[src/hw/rtl/brmc_pkg.sv]
// Shared types and constants of the register machine execution core.
// Holds the opcode enum, the queued instruction record and the result record.
// No dependencies; every other file of the core imports it.
`default_nettype none

package brmc_pkg;

  localparam int unsigned PC_BITS_DEF     = 16;
  localparam int unsigned QUEUE_DEPTH_DEF = 2;
  localparam int unsigned NUM_REGS        = 16;
  localparam int unsigned REG_IDX_W       = 4;
  localparam int unsigned DATA_W          = 32;
  localparam int unsigned OFFSET_W        = 8;
  localparam int unsigned DELTA_W         = 10;
  localparam int unsigned LEN_W           = 3;
  localparam int unsigned FETCH_W         = 16;
  localparam int unsigned IN_TDATA_W      = 48;
  localparam int unsigned IN_TUSER_W      = 3;
  localparam int unsigned OUT_TDATA_W     = 88;

  typedef enum logic [2:0] {
    OP_RET   = 3'd0,
    OP_ADD   = 3'd1,
    OP_SUB   = 3'd2,
    OP_MOV   = 3'd3,
    OP_MOVI  = 3'd4,
    OP_BR    = 3'd5,
    OP_BNZ   = 3'd6,
    OP_START = 3'd7
  } op_e;

  // Decoded instruction as it waits in the queue.
  typedef struct packed {
    op_e                        op;
    logic [REG_IDX_W-1:0]       dest;
    logic [REG_IDX_W-1:0]       src;
    logic [DATA_W-1:0]          imm;
    logic signed [DELTA_W-1:0]  br_delta;  // offset plus instruction length
    logic [LEN_W-1:0]           len;       // bytes and machine cycles
  } item_t;

  // Result record; fetch_address sits in the lowest bits.
  typedef struct packed {
    logic              negative_flag;
    logic              zero_flag;
    logic [DATA_W-1:0] total_cycles;
    logic [DATA_W-1:0] return_value;
    logic              finished;
    logic [FETCH_W-1:0] fetch_address;
  } result_t;

  localparam int unsigned RESULT_W = $bits(result_t);

endpackage

`default_nettype wire

[src/hw/rtl/brmc_front.sv]
// Front end of the register machine core: accepts instruction transactions
// and classifies them into queue records. Depends on brmc_pkg.
`default_nettype none

module brmc_front (
  input  wire logic                                s_axis_tvalid,
  output logic                                     s_axis_tready,
  // [3:0] dest_reg, [7:4] src_reg, [39:8] immediate, [47:40] branch_offset
  input  wire logic [brmc_pkg::IN_TDATA_W-1:0]     s_axis_tdata,
  // [2:0] mode
  input  wire logic [brmc_pkg::IN_TUSER_W-1:0]     s_axis_tuser,
  input  wire logic                                q_ready_i,
  output logic                                     push_o,
  output brmc_pkg::item_t                          item_o
);
  import brmc_pkg::*;

  logic [OFFSET_W-1:0] offset;

  assign s_axis_tready = q_ready_i;
  assign push_o        = s_axis_tvalid & q_ready_i;
  assign offset        = s_axis_tdata[47:40];

  always_comb begin
    item_o.op       = op_e'(s_axis_tuser);
    item_o.dest     = s_axis_tdata[3:0];
    item_o.src      = s_axis_tdata[7:4];
    item_o.imm      = s_axis_tdata[39:8];
    // taken branches land relative to the end of the two-byte instruction
    item_o.br_delta = {{(DELTA_W-OFFSET_W){offset[OFFSET_W-1]}}, offset} + DELTA_W'(2);
    unique case (item_o.op)
      OP_RET: begin
        item_o.len = LEN_W'(1);
      end
      OP_ADD, OP_SUB, OP_MOV: begin
        item_o.len = LEN_W'(2);
      end
      OP_MOVI: begin
        item_o.len = LEN_W'(6);
      end
      OP_BR, OP_BNZ: begin
        item_o.len = LEN_W'(2);
      end
      OP_START: begin
        item_o.len = LEN_W'(0);
      end
      default: begin
        item_o.len = LEN_W'(0);
      end
    endcase
  end

endmodule

`default_nettype wire

[src/hw/rtl/brmc_queue.sv]
// Short instruction queue between front end and execution back end.
// Depends on brmc_pkg for the queued record type.
`default_nettype none

module brmc_queue #(
  parameter int unsigned DEPTH = brmc_pkg::QUEUE_DEPTH_DEF
) (
  input  wire logic            clk_i,
  input  wire logic            rst_ni,
  input  wire logic            push_i,
  input  wire brmc_pkg::item_t item_i,
  output logic                 ready_o,
  output logic                 valid_o,
  output brmc_pkg::item_t      item_o,
  input  wire logic            pop_i
);
  import brmc_pkg::*;

  localparam int unsigned PTR_W = (DEPTH > 1) ? $clog2(DEPTH) : 1;
  localparam int unsigned CNT_W = $clog2(DEPTH + 1);

  item_t              entry_q [DEPTH];
  logic [PTR_W-1:0]   wr_ptr_q, wr_ptr_d;
  logic [PTR_W-1:0]   rd_ptr_q, rd_ptr_d;
  logic [CNT_W-1:0]   count_q,  count_d;
  logic               do_push, do_pop;

  assign ready_o = (count_q != CNT_W'(DEPTH));
  assign valid_o = (count_q != '0);
  assign item_o  = entry_q[rd_ptr_q];
  assign do_push = push_i & ready_o;
  assign do_pop  = pop_i & valid_o;

  always_comb begin
    wr_ptr_d = wr_ptr_q;
    rd_ptr_d = rd_ptr_q;
    count_d  = count_q;
    if (do_push) begin
      wr_ptr_d = (wr_ptr_q == PTR_W'(DEPTH - 1)) ? '0 : wr_ptr_q + PTR_W'(1);
    end
    if (do_pop) begin
      rd_ptr_d = (rd_ptr_q == PTR_W'(DEPTH - 1)) ? '0 : rd_ptr_q + PTR_W'(1);
    end
    case ({do_push, do_pop})
      2'b10:   count_d = count_q + CNT_W'(1);
      2'b01:   count_d = count_q - CNT_W'(1);
      default: count_d = count_q;
    endcase
  end

  always_ff @(posedge clk_i or negedge rst_ni) begin
    if (!rst_ni) begin
      wr_ptr_q <= '0;
      rd_ptr_q <= '0;
      count_q  <= '0;
    end else begin
      wr_ptr_q <= wr_ptr_d;
      rd_ptr_q <= rd_ptr_d;
      count_q  <= count_d;
    end
  end

  always_ff @(posedge clk_i) begin
    if (do_push) begin
      entry_q[wr_ptr_q] <= item_i;
    end
  end

endmodule

`default_nettype wire

[src/hw/rtl/brmc_back.sv]
// Execution back end: register file, flags, pc, cycle count and result register.
// Pops decoded instructions from the queue. Depends on brmc_pkg.
`default_nettype none

module brmc_back #(
  parameter int unsigned PC_BITS = brmc_pkg::PC_BITS_DEF
) (
  input  wire logic                               clk_i,
  input  wire logic                               rst_ni,
  input  wire logic                               q_valid_i,
  input  wire brmc_pkg::item_t                    q_item_i,
  output logic                                    pop_o,
  output logic                                    m_axis_tvalid,
  input  wire logic                               m_axis_tready,
  output logic [brmc_pkg::OUT_TDATA_W-1:0]        m_axis_tdata
);
  import brmc_pkg::*;

  // register file storage; entries not valid since the last start read as zero
  logic [DATA_W-1:0]   regs_mem [NUM_REGS];
  logic [NUM_REGS-1:0] vld_q, vld_d;

  logic                ex_valid_q;
  item_t               ex_item_q;
  logic [DATA_W-1:0]   rd_a_q, rd_b_q;
  logic [DATA_W-1:0]   rd_a_d, rd_b_d;

  logic [PC_BITS-1:0]  pc_q, pc_d;
  logic [DATA_W-1:0]   cyc_q, cyc_d;
  logic [DATA_W-1:0]   r0_q, r0_d;
  logic                zf_q, zf_d, nf_q, nf_d, halt_q, halt_d;

  logic                out_valid_q;
  result_t             out_q, out_d;

  logic                ex_fire, pop;
  logic                wr_en, wr_clr;
  logic [REG_IDX_W-1:0] wr_addr;
  logic [DATA_W-1:0]   wr_data;
  logic [DATA_W-1:0]   sum, diff, br_ext;
  logic [PC_BITS-1:0]  pc_seq, pc_br;

  assign ex_fire = ex_valid_q & (~out_valid_q | m_axis_tready);
  assign pop     = q_valid_i & (~ex_valid_q | ex_fire);
  assign pop_o   = pop;

  assign sum    = rd_a_q + rd_b_q;
  assign diff   = rd_a_q - rd_b_q;
  assign br_ext = {{(DATA_W-DELTA_W){ex_item_q.br_delta[DELTA_W-1]}}, ex_item_q.br_delta};
  assign pc_seq = pc_q + PC_BITS'(ex_item_q.len);
  assign pc_br  = pc_q + br_ext[PC_BITS-1:0];

  // execute the instruction held in the execute register
  always_comb begin
    pc_d    = pc_q;
    cyc_d   = cyc_q;
    zf_d    = zf_q;
    nf_d    = nf_q;
    halt_d  = halt_q;
    wr_en   = 1'b0;
    wr_clr  = 1'b0;
    wr_addr = ex_item_q.dest;
    wr_data = ex_item_q.imm;
    if (ex_item_q.op == OP_START || !halt_q) begin
      unique case (ex_item_q.op)
        OP_START: begin
          pc_d    = '0;
          cyc_d   = '0;
          zf_d    = 1'b0;
          nf_d    = 1'b0;
          halt_d  = 1'b0;
          wr_en   = 1'b1;
          wr_clr  = 1'b1;
          wr_addr = '0;
        end
        OP_RET: begin
          pc_d   = pc_seq;
          cyc_d  = cyc_q + DATA_W'(ex_item_q.len);
          halt_d = 1'b1;
        end
        OP_ADD: begin
          wr_en   = 1'b1;
          wr_data = sum;
          zf_d    = (sum == '0);
          nf_d    = sum[DATA_W-1];
          pc_d    = pc_seq;
          cyc_d   = cyc_q + DATA_W'(ex_item_q.len);
        end
        OP_SUB: begin
          wr_en   = 1'b1;
          wr_data = diff;
          zf_d    = (diff == '0);
          nf_d    = diff[DATA_W-1];
          pc_d    = pc_seq;
          cyc_d   = cyc_q + DATA_W'(ex_item_q.len);
        end
        OP_MOV: begin
          wr_en   = 1'b1;
          wr_data = rd_b_q;
          pc_d    = pc_seq;
          cyc_d   = cyc_q + DATA_W'(ex_item_q.len);
        end
        OP_MOVI: begin
          wr_en = 1'b1;
          pc_d  = pc_seq;
          cyc_d = cyc_q + DATA_W'(ex_item_q.len);
        end
        OP_BR: begin
          pc_d  = pc_br;
          cyc_d = cyc_q + DATA_W'(ex_item_q.len);
        end
        OP_BNZ: begin
          pc_d  = zf_q ? pc_seq : pc_br;
          cyc_d = cyc_q + DATA_W'(ex_item_q.len);
        end
        default: begin
          pc_d = pc_q;
        end
      endcase
    end
  end

  assign r0_d = (wr_en && wr_addr == '0) ? wr_data : r0_q;

  always_comb begin
    vld_d = vld_q;
    if (ex_fire && wr_clr) begin
      vld_d = NUM_REGS'(1);
    end else if (ex_fire && wr_en) begin
      vld_d[wr_addr] = 1'b1;
    end
  end

  // read at the queue head; forward a write landing at the same edge
  always_comb begin
    if (ex_fire && wr_en && wr_addr == q_item_i.dest) begin
      rd_a_d = wr_data;
    end else if (ex_fire && wr_clr) begin
      rd_a_d = '0;
    end else begin
      rd_a_d = vld_q[q_item_i.dest] ? regs_mem[q_item_i.dest] : '0;
    end
    if (ex_fire && wr_en && wr_addr == q_item_i.src) begin
      rd_b_d = wr_data;
    end else if (ex_fire && wr_clr) begin
      rd_b_d = '0;
    end else begin
      rd_b_d = vld_q[q_item_i.src] ? regs_mem[q_item_i.src] : '0;
    end
  end

  always_ff @(posedge clk_i) begin
    if (ex_fire && wr_en) begin
      regs_mem[wr_addr] <= wr_data;
    end
    if (pop) begin
      rd_a_q    <= rd_a_d;
      rd_b_q    <= rd_b_d;
      ex_item_q <= q_item_i;
    end
    if (ex_fire) begin
      out_q <= out_d;
    end
  end

  always_comb begin
    out_d.fetch_address = FETCH_W'(pc_d);
    out_d.finished      = halt_d;
    out_d.return_value  = r0_d;
    out_d.total_cycles  = cyc_d;
    out_d.zero_flag     = zf_d;
    out_d.negative_flag = nf_d;
  end

  always_ff @(posedge clk_i or negedge rst_ni) begin
    if (!rst_ni) begin
      vld_q       <= '0;
      ex_valid_q  <= 1'b0;
      out_valid_q <= 1'b0;
      pc_q        <= '0;
      cyc_q       <= '0;
      r0_q        <= '0;
      zf_q        <= 1'b0;
      nf_q        <= 1'b0;
      halt_q      <= 1'b0;
    end else begin
      vld_q <= vld_d;
      if (pop) begin
        ex_valid_q <= 1'b1;
      end else if (ex_fire) begin
        ex_valid_q <= 1'b0;
      end
      if (ex_fire) begin
        out_valid_q <= 1'b1;
        pc_q        <= pc_d;
        cyc_q       <= cyc_d;
        r0_q        <= r0_d;
        zf_q        <= zf_d;
        nf_q        <= nf_d;
        halt_q      <= halt_d;
      end else if (m_axis_tready) begin
        out_valid_q <= 1'b0;
      end
    end
  end

  assign m_axis_tvalid = out_valid_q;
  assign m_axis_tdata  = OUT_TDATA_W'(out_q);

`ifndef ASSERT_OFF
  a_ret_sets_finished: assert property (@(posedge clk_i) disable iff (!rst_ni)
    (ex_fire && !halt_q && ex_item_q.op == OP_RET) |=> out_q.finished)
    else $error("return did not set finished");

  a_start_clears: assert property (@(posedge clk_i) disable iff (!rst_ni)
    (ex_fire && ex_item_q.op == OP_START) |=>
      (out_q.total_cycles == '0 && out_q.fetch_address == '0 && !out_q.finished))
    else $error("start left stale state");

  a_no_write_halted: assert property (@(posedge clk_i) disable iff (!rst_ni)
    (ex_fire && wr_en && !wr_clr) |-> !halt_q)
    else $error("register write while halted");

  a_start_valid_bits: assert property (@(posedge clk_i) disable iff (!rst_ni)
    (ex_fire && wr_clr) |=> (vld_q == NUM_REGS'(1)))
    else $error("start did not reset register valid bits");
`endif

endmodule

`default_nettype wire

[src/hw/rtl/bytecode_register_machine_core_top.sv]
// Top level of the register machine execution core.
// Depends on brmc_pkg, brmc_front, brmc_queue and brmc_back.
//
// Usage: each slave transaction carries one already fetched instruction
// (mode in tuser, operands in tdata); each one yields exactly one master
// transaction reporting the machine state after that instruction: next fetch
// address, finished, register 0, cycle count and the two flags.
// A result passes the queue write, the pop into the execute register with its
// register read, then the result register. Throughput: one instruction per
// cycle while the receiver keeps tready high, set by the execute stage with
// its forwarded register file read.
// The front end keeps accepting while the queue has room, even when a result
// waits in the output register; when the receiver stalls, hold the result,
// stop the execute stage, let the queue fill, then drop tready.
// Reset: registers, flags, pc, cycle count and the halted state clear at once;
// no sweep, the block accepts in the first cycle after reset.
// After a return every mode but start leaves the state unchanged.
`default_nettype none

module bytecode_register_machine_core_top #(
  parameter int unsigned PC_BITS     = brmc_pkg::PC_BITS_DEF,
  parameter int unsigned QUEUE_DEPTH = brmc_pkg::QUEUE_DEPTH_DEF
) (
  input  wire logic                              clk_i,
  input  wire logic                              rst_ni,
  input  wire logic                              s_axis_tvalid,
  output logic                                   s_axis_tready,
  // [3:0] dest_reg, [7:4] src_reg, [39:8] immediate, [47:40] branch_offset
  input  wire logic [brmc_pkg::IN_TDATA_W-1:0]   s_axis_tdata,
  // [2:0] mode
  input  wire logic [brmc_pkg::IN_TUSER_W-1:0]   s_axis_tuser,
  output logic                                   m_axis_tvalid,
  input  wire logic                              m_axis_tready,
  // [15:0] fetch_address, [16] finished, [48:17] return_value,
  // [80:49] total_cycles, [81] zero_flag, [82] negative_flag, [87:83] zero
  output logic [brmc_pkg::OUT_TDATA_W-1:0]       m_axis_tdata
);
  import brmc_pkg::*;

  logic  push, q_ready, q_valid, pop;
  item_t push_item, head_item;

  // classify incoming instruction transactions
  brmc_front u_front (
    .s_axis_tvalid (s_axis_tvalid),
    .s_axis_tready (s_axis_tready),
    .s_axis_tdata  (s_axis_tdata),
    .s_axis_tuser  (s_axis_tuser),
    .q_ready_i     (q_ready),
    .push_o        (push),
    .item_o        (push_item)
  );

  // decouple acceptance from execution
  brmc_queue #(
    .DEPTH (QUEUE_DEPTH)
  ) u_queue (
    .clk_i   (clk_i),
    .rst_ni  (rst_ni),
    .push_i  (push),
    .item_i  (push_item),
    .ready_o (q_ready),
    .valid_o (q_valid),
    .item_o  (head_item),
    .pop_i   (pop)
  );

  // execute and present results
  brmc_back #(
    .PC_BITS (PC_BITS)
  ) u_back (
    .clk_i         (clk_i),
    .rst_ni        (rst_ni),
    .q_valid_i     (q_valid),
    .q_item_i      (head_item),
    .pop_o         (pop),
    .m_axis_tvalid (m_axis_tvalid),
    .m_axis_tready (m_axis_tready),
    .m_axis_tdata  (m_axis_tdata)
  );

endmodule

`default_nettype wire

[config.mk]
export PLATFORM = sky130hd
export DESIGN_NAME = bytecode_register_machine_core_top
export DESIGN_NICKNAME = d
export VERILOG_FILES = /design/src/hw/rtl/brmc_pkg.sv /design/src/hw/rtl/brmc_front.sv /design/src/hw/rtl/brmc_queue.sv /design/src/hw/rtl/brmc_back.sv /design/src/hw/rtl/bytecode_register_machine_core_top.sv
export SDC_FILE = /design/constraint.sdc
export NUM_CORES = 2
export LEC_CHECK = 0
export BUFFER_PORTS_ARGS = -buffer_cell sky130_fd_sc_hd__buf_2
export CAP_MARGIN = 20
export CORE_ASPECT_RATIO = 1.25
export CORE_MARGIN = 2
export CORE_UTILIZATION = 40
export CTS_BUF_LIST = sky130_fd_sc_hd__clkbuf_8 sky130_fd_sc_hd__clkbuf_16
export DETAILED_ROUTE_END_ITERATION = 7
export SKIP_LAST_GASP = 1
export SYNTH_ARGS = -nofsm -noshare
export SYNTH_HDL_FRONTEND = slang
export SYNTH_HIERARCHICAL = 1
export SYNTH_SLANG_ARGS = --single-unit
[constraint.sdc]
create_clock -name clk_i -period 13.8 [get_ports clk_i]
set_clock_uncertainty 0.15 [all_clocks]
set_input_delay 2.76 -clock clk_i [delete_from_list [all_inputs] [get_ports clk_i]]
set_output_delay 2.76 -clock clk_i [all_outputs]
set_load 0.05 [all_outputs]
---- Yosys cells after proc, flatten, opt, wreduce, memory -nomap -nowiden ----
Memory sizes are Yosys's and may differ from the RTL's.
Cells that the tools add are included.
operators by class
  add/subtract/negate cells ............... 10
  $lt $le $gt $ge ......................... 4
  bitwise gates (word level) .............. 10
  reductions and logical operators ........ 20
  equal/unequal tests ..................... 12
  multiplexer cells ....................... 45
operators with widths
  operator               count
  $mux W32               9
  $pmux W32 S3           1
  $logic_not A32 Y1      2
  $mux W16               4
  $pmux W16 S4           1
  $pmux W32 S2           1
  $add A32 B3 Y32        1
  $add A32 B32 Y32       1
  $sub A32 B32 Y32       1
  $mux W1                20
  $add A16 B16 Y16       1
  $add A16 B3 Y16        1
  $or A16 B16 Y16        1
  $lt A4 B5 Y1 const B   3
  $eq A3 B3 Y1 const B   4
  $reduce_bool A2 Y1     5
  $reduce_or A5 Y1       2
  $add A8 B3 Y9 const B  1
  $bmux W1 S4            2
  $eq A4 B4 Y1           2
  $mux W4                2
  $reduce_or A7 Y1       1
  $eq A3 B2 Y1 const B   2
  $logic_and A1 B1 Y1    6
  19 further kinds       27
word-level totals
  input port bits ......................... 55
  bits in read-only memories .............. 24
  RAM bits ................................ 624
  output and inout bits ................... 90
  flip-flop bits (word level) ............. 304
  word-level logic and storage cells ...... 129
  memories ................................ 3
memories
  name              depth  width  rd ports  clocked after memory_dff  wr ports  RTL line          text
  u_back.regs_mem   16     32     2         0                         1         brmc_back.sv:20   logic [DATA_W-1:0] regs_mem [NUM_REGS];
  u_queue.entry_q   2      56     1         0                         1         brmc_queue.sv:22  item_t entry_q [DEPTH];
  (name not given)  8      3      1         0                         0         brmc_front.sv:31  unique case (item_o.op)

---- Longest topological paths before layout ----
  word-level depth ........................ 10
  depth in mapped cells ................... 15
  mapped depth without buffers ............ 15

---- Cells and area by module ----
Netlist, hierarchy kept.
by module, submodules not included
  module      times used  cells each  sequential area each (um^2)  area each (um^2)
  brmc_back   1           2896        23877.9                      41528.6
  brmc_queue  1           191         3463.3                       4356.7
  brmc_front  1           65          0.0                          480.5

---- Worst setup path after synthesis ----
No wires, ideal clock.
  path type ............................... input-to-reg
  from .................................... input m_axis_tready
  to ...................................... register u_queue.count_q[1]
  arrival ................................. 12.939 ns
  path buffers ............................ 0
  path slack .............................. 0.632 ns
  cell stages on the path ................. 6
  required time ........................... 13.571 ns
  setup time .............................. 0.079 ns
  cell sequence ........................... nor2b_1 -> a21boi_0 -> and2_4 -> ha_1 -> nor2_1 -> xor2_1
between the ends
  cells in the longest elaborated chain, start to end .. 7
  elaborated cells between the ends (all ways) .. 9
  classes of those cells .................. eq/ne: 2; mux: 1; bitwise: 5; reduce/logical: 1
ends and longest elaborated chain
  what                                               RTL line                                  text
  start, declared                                    bytecode_register_machine_core_top.sv:33  input wire logic m_axis_tready,
  $or A1 B1 Y1 *                                     brmc_back.sv:43                           assign ex_fire = ex_valid_q & (~out_valid_q | m_axis_tready);
  $and A1 B1 Y1 *                                    brmc_back.sv:43
  $or A1 B1 Y1 *                                     brmc_back.sv:44                           assign pop = q_valid_i & (~ex_valid_q | ex_fire);
  $and A1 B1 Y1 *                                    brmc_back.sv:44
  named net pop                                      bytecode_register_machine_core_top.sv:40  logic push, q_ready, q_valid, pop;
  $and A1 B1 Y1 *                                    brmc_queue.sv:32                          assign do_pop = pop_i & valid_o;
  named net u_queue.do_pop                           brmc_queue.sv:26                          logic do_push, do_pop;
  $eq A2 B1 Y1 or $eq A2 B2 Y1 (tied branches)       brmc_queue.sv:44                          case ({do_push, do_pop})
  $pmux W2 S2 or $reduce_bool A2 Y1 (tied branches)  n/a
  end signal, assigned                               brmc_queue.sv:59                          count_q <= count_d;
  end, declared                                      brmc_queue.sv:25                          logic [CNT_W-1:0] count_q, count_d;
The timed path passes the listed nets; every way through them passes the cells marked *.
A chain may end at the register's enable or synchronous reset.

---- Final worst setup path ----
  from .................................... input m_axis_tready
  to ...................................... memory u_back.regs_mem[3][4] (enable)
between the ends
  cells in the longest elaborated chain, start to end .. 5
ends and longest elaborated chain
  what                           RTL line          text
  $or A1 B1 Y1                   brmc_back.sv:43
  $and A1 B1 Y1                  brmc_back.sv:43
  $logic_and A1 B1 Y1            brmc_back.sv:153  if (ex_fire && wr_en) begin
  $mux W1                        brmc_back.sv:153
  $mux W1 (implied by the code)  brmc_back.sv:154  regs_mem[wr_addr] <= wr_data;
  end, declared                  brmc_back.sv:20
Every way passes these cells.

==> impl_results.md <==
- Global-route wire length before repair: between 150 and 200 mm
- WL/cell: 25.1 um
- Initial antenna violation count: 2
- IO Pins: 145
- WS Path Type: input port to register
- Skew-Pair Late Insertion Delay: 0.71 ns
- Die Width: 309 um
- YS warnings: 6
- Root Driver: clkbuf_16
- Postcts setup bufs: 0
- Largest net degree at the start of global routing: 87
- Min Tclk post-route: 5.69 ns
- Max-cap violations: 0
- Clock slew seen by the registers of the worst setup and hold paths: ~0.060 ns
- Crit-path max FO: 55
- Post-CTS resize count: 0
- Status: finished, final reports clean
- Detailed placement HPWL: 80.3 mm
- Sequential share of the synthesized area: between 50% and 60%
- Period utilization: 41.3%
- Post-route ant nets: 0
- Vias in the first global route: ~28,000
- Slew headroom: between 20% and 30%
- H-tree Lvls: 3
- Worst path arrival time: 5.88 ns
- Tightest Pin Transition: 1.09 ns
- Crit path largest cell delay: ~0.58 ns
- Area growth from synthesis to layout: 11.2%
- Final hold violation count: 0
- CTS tree: built
- Max-slew violations: 0
- Critical path startpoint category: input port
- Hold buffer count at CTS: 0
- 1st-pass router iterations: 5
- Residual DRC: 0
- Crit-path cells: buf_2 > nand2b_1 > nand2_2 > buf_4 > inv_4 > and3_1 > and2_1 > nand3_1 > nor2_4 > buf_4
- Die ar.: 0.119 mm^2
- Row count: 139
- RSZ-0062 raised after global routing: no
- Main area contributors after synthesis: edfxtp_1, mux4_2, dfrtp_1, ha_1, nand2_1
- Main synth FF type: edfxtp_1
- CP max stage cell: nor2_4
- CP dominant cell by count: buf_4
- Fin Setup TNS: 0 ns
- Post-synth top area share: a little over half
- Clock buffer depth: 3
- Endpoints failing setup: 0
- DRT Wirelength: 121 mm
- First-iteration detailed-routing DRC count: between 2,000 and 3,000
- Final non-filler cell total: about 4,800
- Clk sink count: 928
- Worst hold-check path type: register to register
- Avg Inst Size Synth: 14.7 um^2
- Fillers: between 10,000 and 15,000
- Vias/cell: 5.77
- Nets: 3,360
- Core ar.: 0.115 mm^2
- Die H: 385 um
- Starting Density: 40.3%
- Yosys reg bits: 928
- Post-synthesis async set-or-reset flop share: between 10% and 20%
- Synth Cell Area: 0.0464 mm^2
- Netlist cell types: 100
- Cells after Synth: 3,152
- Number of flops mapped to enable cells by yosys: 823
- Worst setup EP type: register
- CTS Buf Count: 93
- Global route overflow: 0
- Yosys top cell by area: edfxtp_1
- Final core occ: 44.9%
- Placed insts: approximately 4,700
- GRT Total Usage: between 20% and 30%
- Worst EP required: ~14 ns
- Share of layout cells above drive strength 1: 23.8%
- Number of diodes: 0
- Gp weighted congestion: a little under 1
- I/O Buffers: 139
- Maximum clock frequency: 176 MHz
- Vias after detailed routing: 27,900
cells by family after synthesis:
family          count (synthesis)  synth area share (%)
other cells                     1               0.00809
flops                         928                  59.0
mux                           402                  18.0
compound gates                569                  7.98
simple gates                  652                  6.57
fa+ha+maj                      93                  2.62
buf+inv                       401                  3.86
xor+xnor                      106                  2.00
layout by cell type (no fill, tap or decap), drive strengths merged, types with 26 or more instances in the layout:
cell,netlist,routed
a21oi,108,108
and3,28,28
buf,111,195
clkbuf,123,100
clkinv,0,39
dfrtp,105,105
edfxtp,823,823
ha,86,86
inv,167,188
mux2,61,61
mux4,330,330
nand2,264,264
nand3,42,42
nor2,159,159
nor3,35,35
o21a,26,26
o21ai,153,153
o22ai,77,77
xnor2,70,70
xor2,36,36
worst paths after layout:
path | slack, ns | cells past startpoint | to | from
min | 0.33 | 2 | u_back/r0_q[23] | u_back/r0_q[23]
min reg2reg | 0.33 | 2 | u_back/r0_q[23] | u_back/r0_q[23]
min in group asynchronous | 1.97 | 1 | u_back/r0_q[22] | rst_ni
max | 8.11 | 10 | u_back/regs_mem[3][4] | m_axis_tready
max in group asynchronous | 10.03 | 2 | u_queue/rd_ptr_q | rst_ni
max reg2reg | 8.60 | 10 | u_back/regs_mem[7][27] | u_back/rd_b_q[22]
registers in the layout, summed over array words and instances, names as in the netlist:
name,cells
u_back/ex_item_q,42
u_back/halt_q,1
u_back/r0_q,32
u_back/regs_mem,512
u_back/rd_b_q,32
u_back/m_axis_tdata,83
u_queue/rd_ptr_q,1
u_back/m_axis_tvalid,1
u_queue/wr_ptr_q,1
u_queue/count_q,2
u_back/vld_q,16
u_back/pc_q,16
u_back/rd_a_q,32
u_back/nf_q,1
u_queue/entry_q,112
u_back/br_ext,10
u_back/ex_valid_q,1
u_back/cyc_q,32
u_back/zf_q,1
area by class of cell:
type                       count  area, um^2  share of cell area (%)
sequential                   928       27300                    53.0
multi-input combinational   1827       17500                    33.9
clock buffer                 100        2430                    4.72
tap                         1551        1940                    3.76
timing repair buffer         195        1160                    2.24
inverter                     167         632                    1.23
clock inverter                69         593                    1.15
routing by layer:
| metal | vias up | wire [um] | track usage (%) |
|---|---|---|---|
| met5 | - | 0 | 0 |
| met2 | 959 | 61900 | 35.4 |
| met1 | 14300 | 48500 | 26.4 |
| li1 | 12400 | - | - |
| met3 | 203 | 7090 | 2.95 |
| met4 | 0 | 3910 | 7.27 |
synthesized netlist by cell type, drive strengths merged, types with 35 or more instances:
| cell | instances |
|---|---|
| inv | 167 |
| a21oi | 108 |
| edfxtp | 823 |
| clkbuf | 123 |
| xnor2 | 70 |
| o22ai | 77 |
| nor2 | 159 |
| nand3 | 42 |
| dfrtp | 105 |
| mux2 | 61 |
| nand2 | 264 |
| o21ai | 153 |
| mux4 | 330 |
| nor3 | 35 |
| xor2 | 36 |
| buf | 111 |
| ha | 86 |
worst max-delay path: cells and delay by family:
family | cells | cell delay (ns)
AND/OR/NAND/NOR | 6 | 1.69
buffers and inverters | 4 | 1.37
metrics by stage:
stage | area, um^2 | hold slack (ns) | worst slack (ns)
floorplan | 46400 | 0.300 | 0.632
global placement | 48500 | 0.310 | 7.36
detailed placement | 48500 | 0.320 | 7.30
CTS | 51600 | 0.333 | 8.05
global route | 51600 | 0.352 | 7.88
finish | 51600 | 0.329 | 8.11
Power is left out: the tool's default activity adds up to more than one toggle a clock period on the data nets, which glitch-free logic cannot reach.
